--- src/insort_pkg.sv ---
package insort_pkg;

    localparam int unsigned DATA_W = 32;

    typedef struct packed {
        logic load;
        logic drop;
        logic rd_prev;
        logic shift;
        logic place;
        logic emit;
        logic finish;
    } cmd_t;

    typedef struct packed {
        logic full;
        logic empty;
        logic pos_one;
        logic greater;
        logic last;
        logic final_k;
    } status_t;

endpackage

--- src/insertion_sorter_unit.sv ---
// Insertion: busy stays high while the value is shifted past the larger stored entries and placed
// (low for a dropped value that does not end a set), at most one store read and write per cycle.
// A set of N entries then emits N results on consecutive cycles, the first after the controller
// enters its emit state and registers valid; the receiver cannot stall, valid marks each result.
// Reset (rst_n low, async) clears the entry count, internal drop flag, valid strobe and controller;
// the store contents stay undefined and are never read before being written.
module insertion_sorter_unit #(
    parameter int unsigned DEPTH = 64
) (
    input  logic                                  clk,
    input  logic                                  rst_n,
    input  logic                                  start,
    output logic                                  busy,
    input  logic signed [insort_pkg::DATA_W-1:0]  value,
    input  logic                                  last_in,
    output logic                                  valid,
    output logic signed [insort_pkg::DATA_W-1:0]  sorted_value,
    output logic                                  last_out,
    output logic                                  overflow
);

    insort_pkg::cmd_t    cmd;
    insort_pkg::status_t status;

    insort_ctrl u_ctrl (
        .clk     (clk),
        .rst_n   (rst_n),
        .start   (start),
        .last_in (last_in),
        .busy    (busy),
        .cmd     (cmd),
        .status  (status)
    );

    insort_datapath #(
        .DEPTH (DEPTH)
    ) u_datapath (
        .clk          (clk),
        .rst_n        (rst_n),
        .value        (value),
        .last_in      (last_in),
        .cmd          (cmd),
        .status       (status),
        .valid        (valid),
        .sorted_value (sorted_value),
        .last_out     (last_out),
        .overflow     (overflow)
    );

`ifndef SYNTHESIS
    a_emit_strobe: assert property (@(posedge clk) disable iff (!rst_n)
        cmd.emit |=> valid)
        else $error("emit transaction without result strobe");

    a_set_ends: assert property (@(posedge clk) disable iff (!rst_n)
        (valid && last_out) |=> !valid)
        else $error("result strobe after final result of set");

    a_store_port: assert property (@(posedge clk) disable iff (!rst_n)
        $onehot0({cmd.shift, cmd.place, cmd.emit}))
        else $error("store access conflict");

    a_idle_quiet: assert property (@(posedge clk) disable iff (!rst_n)
        !busy |-> !(cmd.shift || cmd.place || cmd.emit || cmd.rd_prev))
        else $error("store access while idle");
`endif

endmodule

--- src/insort_ram.sv ---
module insort_ram #(
    parameter int unsigned WIDTH = 32,
    parameter int unsigned DEPTH = 64
) (
    input  logic                     clk,
    input  logic                     we,
    input  logic [$clog2(DEPTH)-1:0] waddr,
    input  logic [WIDTH-1:0]         wdata,
    input  logic                     re,
    input  logic [$clog2(DEPTH)-1:0] raddr,
    output logic [WIDTH-1:0]         rdata
);

    logic [WIDTH-1:0] mem [DEPTH];
    logic [WIDTH-1:0] rdata_reg;

    always_ff @(posedge clk)
    begin
        if (we)
        begin
            mem[waddr] <= wdata;
        end
        if (re)
        begin
            rdata_reg <= mem[raddr];
        end
    end

    assign rdata = rdata_reg;

endmodule

--- src/insort_ctrl.sv ---
module insort_ctrl (
    input  logic                 clk,
    input  logic                 rst_n,
    input  logic                 start,
    input  logic                 last_in,
    output logic                 busy,
    output insort_pkg::cmd_t     cmd,
    input  insort_pkg::status_t  status
);

    typedef enum logic [4:0] {
        S_IDLE  = 5'b00001,
        S_READ  = 5'b00010,
        S_CMP   = 5'b00100,
        S_PLACE = 5'b01000,
        S_EMIT  = 5'b10000
    } state_t;

    state_t state_reg;
    state_t state_next;

    always_ff @(posedge clk or negedge rst_n)
    begin
        if (!rst_n)
        begin
            state_reg <= S_IDLE;
        end
        else
        begin
            state_reg <= state_next;
        end
    end

    always_comb
    begin
        cmd        = '0;
        state_next = state_reg;
        unique case (state_reg)
            S_IDLE:
            begin
                if (start)
                begin
                    cmd.load = 1'b1;
                    if (status.full)
                    begin
                        cmd.drop = 1'b1;
                        if (last_in)
                        begin
                            state_next = S_EMIT;
                        end
                    end
                    else if (status.empty)
                    begin
                        state_next = S_PLACE;
                    end
                    else
                    begin
                        state_next = S_READ;
                    end
                end
            end
            S_READ:
            begin
                cmd.rd_prev = 1'b1;
                state_next  = S_CMP;
            end
            S_CMP:
            begin
                if (status.greater)
                begin
                    cmd.shift = 1'b1;
                    if (status.pos_one)
                    begin
                        state_next = S_PLACE;
                    end
                end
                else
                begin
                    cmd.place  = 1'b1;
                    state_next = status.last ? S_EMIT : S_IDLE;
                end
            end
            S_PLACE:
            begin
                cmd.place  = 1'b1;
                state_next = status.last ? S_EMIT : S_IDLE;
            end
            S_EMIT:
            begin
                cmd.emit = 1'b1;
                if (status.final_k)
                begin
                    cmd.finish = 1'b1;
                    state_next = S_IDLE;
                end
            end
            default:
            begin
                state_next = S_IDLE;
            end
        endcase
    end

    assign busy = (state_reg != S_IDLE);

endmodule

--- src/insort_datapath.sv ---
module insort_datapath #(
    parameter int unsigned DEPTH = 64
) (
    input  logic                              clk,
    input  logic                              rst_n,
    input  logic signed [insort_pkg::DATA_W-1:0] value,
    input  logic                              last_in,
    input  insort_pkg::cmd_t                  cmd,
    output insort_pkg::status_t               status,
    output logic                              valid,
    output logic signed [insort_pkg::DATA_W-1:0] sorted_value,
    output logic                              last_out,
    output logic                              overflow
);

    localparam int unsigned AW = $clog2(DEPTH);
    localparam int unsigned CW = $clog2(DEPTH + 1);

    logic [insort_pkg::DATA_W-1:0] value_reg;
    logic                          last_reg;
    logic [AW-1:0]                 pos_reg;
    logic [AW-1:0]                 pos_next;
    logic [CW-1:0]                 count_reg;
    logic [CW-1:0]                 count_next;
    logic                          dropped_reg;
    logic                          dropped_next;
    logic [AW-1:0]                 k_reg;
    logic [AW-1:0]                 k_next;
    logic                          valid_reg;
    logic                          last_out_reg;
    logic                          ovf_reg;

    logic                          ram_we;
    logic [AW-1:0]                 ram_waddr;
    logic [insort_pkg::DATA_W-1:0] ram_wdata;
    logic                          ram_re;
    logic [AW-1:0]                 ram_raddr;
    logic [insort_pkg::DATA_W-1:0] ram_rdata;

    insort_ram #(
        .WIDTH (insort_pkg::DATA_W),
        .DEPTH (DEPTH)
    ) u_store (
        .clk   (clk),
        .we    (ram_we),
        .waddr (ram_waddr),
        .wdata (ram_wdata),
        .re    (ram_re),
        .raddr (ram_raddr),
        .rdata (ram_rdata)
    );

    always_comb
    begin
        pos_next     = pos_reg;
        count_next   = count_reg;
        dropped_next = dropped_reg;
        k_next       = k_reg;
        if (cmd.load)
        begin
            pos_next = count_reg[AW-1:0];
            k_next   = '0;
        end
        if (cmd.shift)
        begin
            pos_next = pos_reg - AW'(1);
        end
        if (cmd.place)
        begin
            count_next = count_reg + CW'(1);
        end
        if (cmd.emit)
        begin
            k_next = k_reg + AW'(1);
        end
        if (cmd.drop)
        begin
            dropped_next = 1'b1;
        end
        if (cmd.finish)
        begin
            count_next   = '0;
            dropped_next = 1'b0;
        end
    end

    always_comb
    begin
        ram_we    = cmd.shift | cmd.place;
        ram_waddr = pos_reg;
        ram_wdata = cmd.shift ? ram_rdata : value_reg;
        ram_re    = cmd.rd_prev | (cmd.shift & ~status.pos_one) | cmd.emit;
        priority if (cmd.emit)
        begin
            ram_raddr = k_reg;
        end
        else if (cmd.shift)
        begin
            ram_raddr = pos_reg - AW'(2);
        end
        else
        begin
            ram_raddr = pos_reg - AW'(1);
        end
    end

    always_ff @(posedge clk or negedge rst_n)
    begin
        if (!rst_n)
        begin
            count_reg   <= '0;
            dropped_reg <= 1'b0;
            valid_reg   <= 1'b0;
        end
        else
        begin
            count_reg   <= count_next;
            dropped_reg <= dropped_next;
            valid_reg   <= cmd.emit;
        end
    end

    always_ff @(posedge clk)
    begin
        if (cmd.load)
        begin
            value_reg <= value;
            last_reg  <= last_in;
        end
        pos_reg <= pos_next;
        k_reg   <= k_next;
        if (cmd.emit)
        begin
            last_out_reg <= status.final_k;
            ovf_reg      <= dropped_reg;
        end
    end

    assign status.full    = (count_reg == CW'(DEPTH));
    assign status.empty   = (count_reg == '0);
    assign status.pos_one = (pos_reg == AW'(1));
    assign status.greater = ($signed(ram_rdata) > $signed(value_reg));
    assign status.last    = last_reg;
    assign status.final_k = ((CW'(k_reg) + CW'(1)) == count_reg);

    assign valid        = valid_reg;
    assign sorted_value = ram_rdata;
    assign last_out     = last_out_reg;
    assign overflow     = ovf_reg;

endmodule

--- config.mk ---
export PLATFORM = sky130hd
export DESIGN_NAME = insertion_sorter_unit
export DESIGN_NICKNAME = d
export VERILOG_FILES = /design/src/insort_pkg.sv /design/src/insertion_sorter_unit.sv /design/src/insort_ram.sv /design/src/insort_ctrl.sv /design/src/insort_datapath.sv
export SDC_FILE = /design/constraint.sdc
export NUM_CORES = 2
export LEC_CHECK = 0
export ABC_AREA = 1
export BUFFER_PORTS_ARGS = -buffer_cell sky130_fd_sc_hd__clkbuf_2
export CORE_MARGIN = 1.5
export CORE_UTILIZATION = 50
export CTS_BUF_LIST = sky130_fd_sc_hd__clkbuf_8 sky130_fd_sc_hd__clkbuf_16
export DETAILED_ROUTE_END_ITERATION = 12
export GPL_ROUTABILITY_DRIVEN = 1
export PLACE_DENSITY_LB_ADDON = 0.08
export SYNTH_ARGS = -nofsm -noshare
export SYNTH_HDL_FRONTEND = slang
export SYNTH_SLANG_ARGS = --single-unit
export TNS_END_PERCENT = 10
--- constraint.sdc ---
create_clock -name clk -period 16.3 [get_ports clk]
set_input_delay 0.815 -clock clk [delete_from_list [all_inputs] [get_ports clk]]
set_output_delay 0.815 -clock clk [all_outputs]
set_load 0.01 [all_outputs]
* Word-level counts from Yosys, hierarchy flattened
Memory sizes are Yosys's and may differ from the RTL's. A register that Yosys moved wholly into a read port is not among the register bits.
Index checks and enable logic that the tools add are counted.
** Word-level totals
- Bits in registers :: 61
- Bits in writable memories :: 2048
- Input port bits :: 36
- Word-level logic and storage cells :: 73
- Memories kept :: 1
** Memory list
- u_datapath.u_store.mem :: words 64, bits a word 32, read ports 1, clocked after memory_dff 1, wr ports 1, line insort_ram.sv:14 : logic [WIDTH-1:0] mem [DEPTH];
** Cells by class
- $add $sub $neg :: 5
- Order comparisons :: 1
- Equality and inequality tests :: 13
- Mux-type cells :: 32
- Bitwise operators :: 5
- Reductions and logical operators :: 6
** Operator list (count)
- 2-to-1 mux 6 bit :: 6
- 2-to-1 mux 5 bit :: 7
- greater-than comparator 32 bit :: 1
- 2-to-1 mux 32 bit :: 1
- one-hot mux 5 bit (5 select lines) :: 1
- 2-to-1 mux 7 bit :: 2
- 2-to-1 mux 1 bit :: 10
- nonzero test 2 bit :: 4
- adder 6 x 1 -> 7 bit, second input constant :: 1
- adder 7 x 1 -> 7 bit, second input constant :: 1
- equality test 7 bit :: 1
- equality test 7 bit, second input constant :: 1
- logical NOT 7 bit :: 1
- adder 6 x 1 -> 6 bit, second input constant :: 1
- equality test 6 x 1 -> 1 bit, second input constant :: 1
- 2-to-1 mux 2 bit :: 3
- subtractor 6 x 1 -> 6 bit, second input constant :: 1
- subtractor 6 x 2 -> 6 bit, second input constant :: 1
- equality test 5 x 1 -> 1 bit, second input constant :: 1
- equality test 5 x 2 -> 1 bit, second input constant :: 1
- equality test 5 x 3 -> 1 bit, second input constant :: 1
- equality test 5 x 4 -> 1 bit, second input constant :: 1
- equality test 5 bit, second input constant :: 1
- inequality test 5 x 1 -> 1 bit, second input constant :: 1
- other kinds (9) :: 12

* Longest topological paths before layout
- Word-level depth :: 6
- Depth in mapped cells :: 31
- Gate-level depth less buffers :: 28

* By module
Synthesis repeated with hierarchy kept, for this count alone.
** Second synthesis, totals
- Cell total of the unflattened synthesis :: 7257
- Area, all modules :: 87116.1 um^2
** Modules (own cells, without submodules)
- insort_ram :: times used 1, cells an instance 6769, area an instance 83058.4 um^2, sequential area each 62459.9 um^2
- insort_datapath :: times used 1, cells an instance 417, area an instance 3575.9 um^2, sequential area each 1636.6 um^2
- insort_ctrl :: times used 1, cells an instance 71, area an instance 481.7 um^2, sequential area each 126.4 um^2

* Worst setup path after synthesis
No wires, ideal clock.
- Path type :: reg2reg
- From :: reg u_datapath.u_store.rdata_reg[31], in the netlist u_datapath.u_store.rdata[31], read port of u_datapath.u_store.mem
- To :: mem u_datapath.u_store.mem[0][31], data pin
- Setup time :: 702 ps
- Arrival :: 4528 ps
- Slack :: 11070 ps
- Stages on the path, launching flop included :: 14
- Clock period less this slack :: 5230 ps
- Cell sequence :: edfxtp_1 > ha_1 > nand2_1 > nor2_1 > nand2_1 > nor2_2 > nand2_1 > nand2_1 > nand2_1 > nand4_2 > buf_2 > inv_2 > clkbuf_1 > o21ai_0
** On the way
- Longest elaborated chain between the ends :: 4
** Ends and longest elaborated chain
- start: declaration :: line insort_ram.sv:15 : logic [WIDTH-1:0] rdata_reg;
- greater-than comparator 32 bit :: line insort_datapath.sv:142 : assign status.greater = ($signed(ram_rdata) > $signed(value_reg));
- 2-to-1 mux 1 bit :: line insort_ctrl.sv:69 : if (status.greater)
- 2-to-1 mux 1 bit :: line insort_ctrl.sv:38 : unique case (state_reg)
- 2-to-1 mux 32 bit (*) :: line insort_datapath.sv:91 : ram_wdata = cmd.shift ? ram_rdata : value_reg;
- named net u_datapath.ram_wdata, one bit :: line insort_datapath.sv:35 : logic [insort_pkg::DATA_W-1:0] ram_wdata;
- end: declaration :: line insort_ram.sv:14
Mark *: on every way through the listed nets, which the timed path passes. The rest lies on a longest branch.

* Worst setup path in the final report
- From :: reg u_datapath.u_store.rdata_reg[25], in the netlist u_datapath.u_store.rdata[25], read port of u_datapath.u_store.mem
- To :: reg u_datapath.u_store.rdata_reg[23], in the netlist u_datapath.u_store.rdata[23], read port of u_datapath.u_store.mem, data pin
** On the way
- Longest elaborated chain between the ends :: 6
- Elaborated cells on any way between the ends :: 8
** Ends and longest elaborated chain
- greater-than comparator 32 bit (*) :: line insort_datapath.sv:142
- 2-to-1 mux 1 bit (*) :: line insort_ctrl.sv:69
- 2-to-1 mux 1 bit (*) :: line insort_ctrl.sv:38
- AND 1 bit :: line insort_datapath.sv:92 : ram_re = cmd.rd_prev | (cmd.shift & ~status.pos_one) | cmd.emit;
- bitwise OR 1 bit (2 in a row) :: line insort_datapath.sv:92
Every way passes the cells marked *; elsewhere a longest branch is shown, timed or not.
A chain may end at the register's enable or synchronous reset.

==> results.txt <==
top-area cell type share of the netlist area -> 68.1%
post-CTS setup buffer count -> 0
post-synthesis adder-cell area fraction -> 0.561%
Hold/Removal Path Class -> input port to flip-flop
clock sinks -> 2,141
CP Max Fanout -> 98
Peak supply drop -> 0.114 mV
Final period util -> 51.6%
# port buffers -> 71
routed vias -> 63,600
Routed WL -> 284,000 um
post-synthesis sequential area ratio -> 68.5%
critical path class -> flip-flop to flip-flop
Critical-path top delay cell -> buf_4
vias in the first global route -> 60,100
Final Hold Fails -> 0
Worst setup SP type -> flip-flop
WP data required -> 16,850 ps
initial drt markers -> 7,646
CP peak stage delay -> 930 ps
commonest cells after routing, fill and taps aside -> 2,127 x edfxtp_1, 1,893 x nand3_1, 1,865 x nand2_1
Synth Register Bits -> 2,141
Synth area leaders -> edfxtp_1 68%, nand3_1 10%, nand2_1 7.5%, nand3b_1 5.1%, inv_1 4.4%
Non-Filler Instances -> 11,000
site row count -> 158
CTS clock-pin slew for the worst setup and hold paths -> 60 ps
Cells after Synth -> 8,428
max-slew violation count -> 0
share of post-route cells with drive strength above 1 -> 7.35%
# IOs -> 72
worst endpoint data arrival time -> 8970 ps
hold-fix buffers at CTS -> 1
CTS buffer count -> 220
slew margin rel. -> 11.3%
Layout Skew -> 25.1 ps
clock buffer depth -> 3
DRC violations left -> 0
yosys warns -> 0
Fin Setup TNS -> 0 ps
max reg flops -> 2,048
first-pass GRT wire length -> 416,000 um
syn nets -> 8,506
initial antenna violation count -> 3
post-cts gate resize count -> 0
post-route minimum period -> 8420 ps
Top delay family on crit path -> buffers and inverters
drt via density -> 5.77
# Max-Cap Violations -> 0
clock root cell -> clkbuf_16
Die Area -> 190,000 um2
most common cell after layout, fill and taps aside -> edfxtp_1
hold slack -> 149 ps
DPL Wire Length -> 141,000 um
P_leak -> 39.5 nW
outcome -> completed
Synth Area in Compound Gates -> 0.494%
die height -> 436 um
area grow syn2layout -> 10.6%
endpoints failing setup -> 0
core area -> 186,000 um2
cell total after placement -> 10,600
TritonRoute pass-1 iters -> 6
CTS tree -> yes
routability cong. -> 0.829
Post-Synth Simple-Gate Area -> 23.2%
largest net degree at the start of global routing -> 166
PwrDens -> 103 nW/um2
Syn Area/Cell -> 11.1 um2
worst skew pair latency -> 860 ps
Initial Utilization -> 50.4%
Total Routing Usage GR -> 29.6%
post-synth top area cell -> edfxtp_1
CTS H-tree depth -> 4
main combinational cell family by area after synthesis -> simple AND/OR/NAND/NOR gates
Max Fclk -> 119 MHz
drt wl/cell -> 25.8 um
sequential cell area -> 64,200 um2
synthesized cell area -> 93,700 um2
buffer and inverter count on the worst path -> 4
fillers -> 15,600
multi-input logic area -> 23,800 um2
RSZ-0062 raised after global routing -> false
Netlist cell types -> 37
Worst-Margin Slew -> 1330 ps
worst-path cell chain -> ha_1, a21oi_1, o21ai_0, nand2_1, nand2_1, a21oi_1, nand3_1, nand4_2, nand2_1, nand2_1, nand2_8, nand2_8, buf_4, buf_4, buf_4, buf_4, nand2_1, nand3_1, nand3_1, nand3_1, nand3_1, nand3_1, nand2_1
Routed Antenna Nets -> 0
mux contribution to synthesized area -> 0%
xor/xnor share of the synthesized area -> 0.0934%
CP Capture Type -> flip-flop
DIE WIDTH -> 436 um
nets -> 8,432
remaining global-route overflow -> 0
==> kinds of logic after synthesis <==
family	Yosys count
AOI/OAI and AO/OA	88
xor gates and xnor gates	10
adders and majority gates	42
buffers and inverters	1633
DFF	2141
and+or+nand+nor	4514
==> synth_stat cells <==
master     count
a21o_1         1
dfrtp_1       13
xor2_1         9
nand3b_1     632
nor3b_1        2
inv_1       1097
ha_1          42
nor2_2         1
a21oi_1       19
or2_2          2
edfxtp_1    2127
nand2_2        2
dfstp_2        1
o21ai_1        2
nand3_1     1894
o21a_1         2
nand4_1        8
buf_1         60
nor4_2         1
nor3_2         1
inv_2          6
nand2_4        1
nand2_1     1865
nor4_1         1
buf_2        269
o211ai_1       1
o2111ai_1      1
buf_6         21
nor3_1         7
o21ai_0       57
nand4_2        1
nor2_1        96
a2111oi_0      1
xnor2_1        1
clkbuf_1     167
buf_4         13
a31oi_1        4
==> layer usage <==
metal	vias to the layer above	GRT usage (%)	routed length, um
met5	-	0	0
met4	0	10.6	10100
met3	474	4.22	23600
met2	2930	46.5	131000
met1	31500	42.3	120000
li1	28600	-	-
==> area by class of cell <==
| cell class | count | area share [%] |
|---|---|---|
| clock inverter | 172 | 0.975 |
| multi-input combinational | 4654 | 22.9 |
| antenna | 2 | 0.00483 |
| sequential | 2141 | 62.0 |
| tap | 2480 | 2.99 |
| timing repair buffer | 234 | 1.63 |
| inverter | 1103 | 4.03 |
| clock buffer | 226 | 5.46 |
==> through the flow <==
stage / worst slack, ps / cell area [um2] / utilization (%) / total power [mW]
2_1_floorplan: 11070 / 93700 / - / 6.08
3_3_place_gp: 8160 / 97000 / 52.2 / 6.08
3_5_place_dp: 8130 / 97000 / 52.2 / 6.08
4_1_cts: 8080 / 104000 / 55.8 / 10.7
5_1_grt: 7480 / 104000 / 55.8 / 11.0
6_report: 7880 / 104000 / 55.8 / 10.7
==> path summary, 6_finish.rpt <==
path / cells after the start / endpoint / slack, ps / startpoint
max: 23 / u_datapath.u_store.rdata[23] / 7880 / u_datapath.u_store.rdata[25]
min: 1 / u_datapath.value_reg[17] / 150 / value[17]
max reg2reg: 23 / u_datapath.u_store.rdata[23] / 7880 / u_datapath.u_store.rdata[25]
min reg2reg: 0 / u_datapath.overflow / 510 / u_datapath.dropped_reg
max in group asynchronous: 2 / u_ctrl.state_reg[0] / 15560 / rst_n
min in group asynchronous: 2 / u_datapath.valid / 420 / rst_n
==> where the power goes <==
| part | internal (mW) | switching, mW |
|---|---|---|
| Sequential | 5.96 | 0 |
| Clock | 2.63 | 2.09 |
| Combinational | 0.00319 | 0.00452 |
No activity file was read; power rests on OpenSTA's default activity.
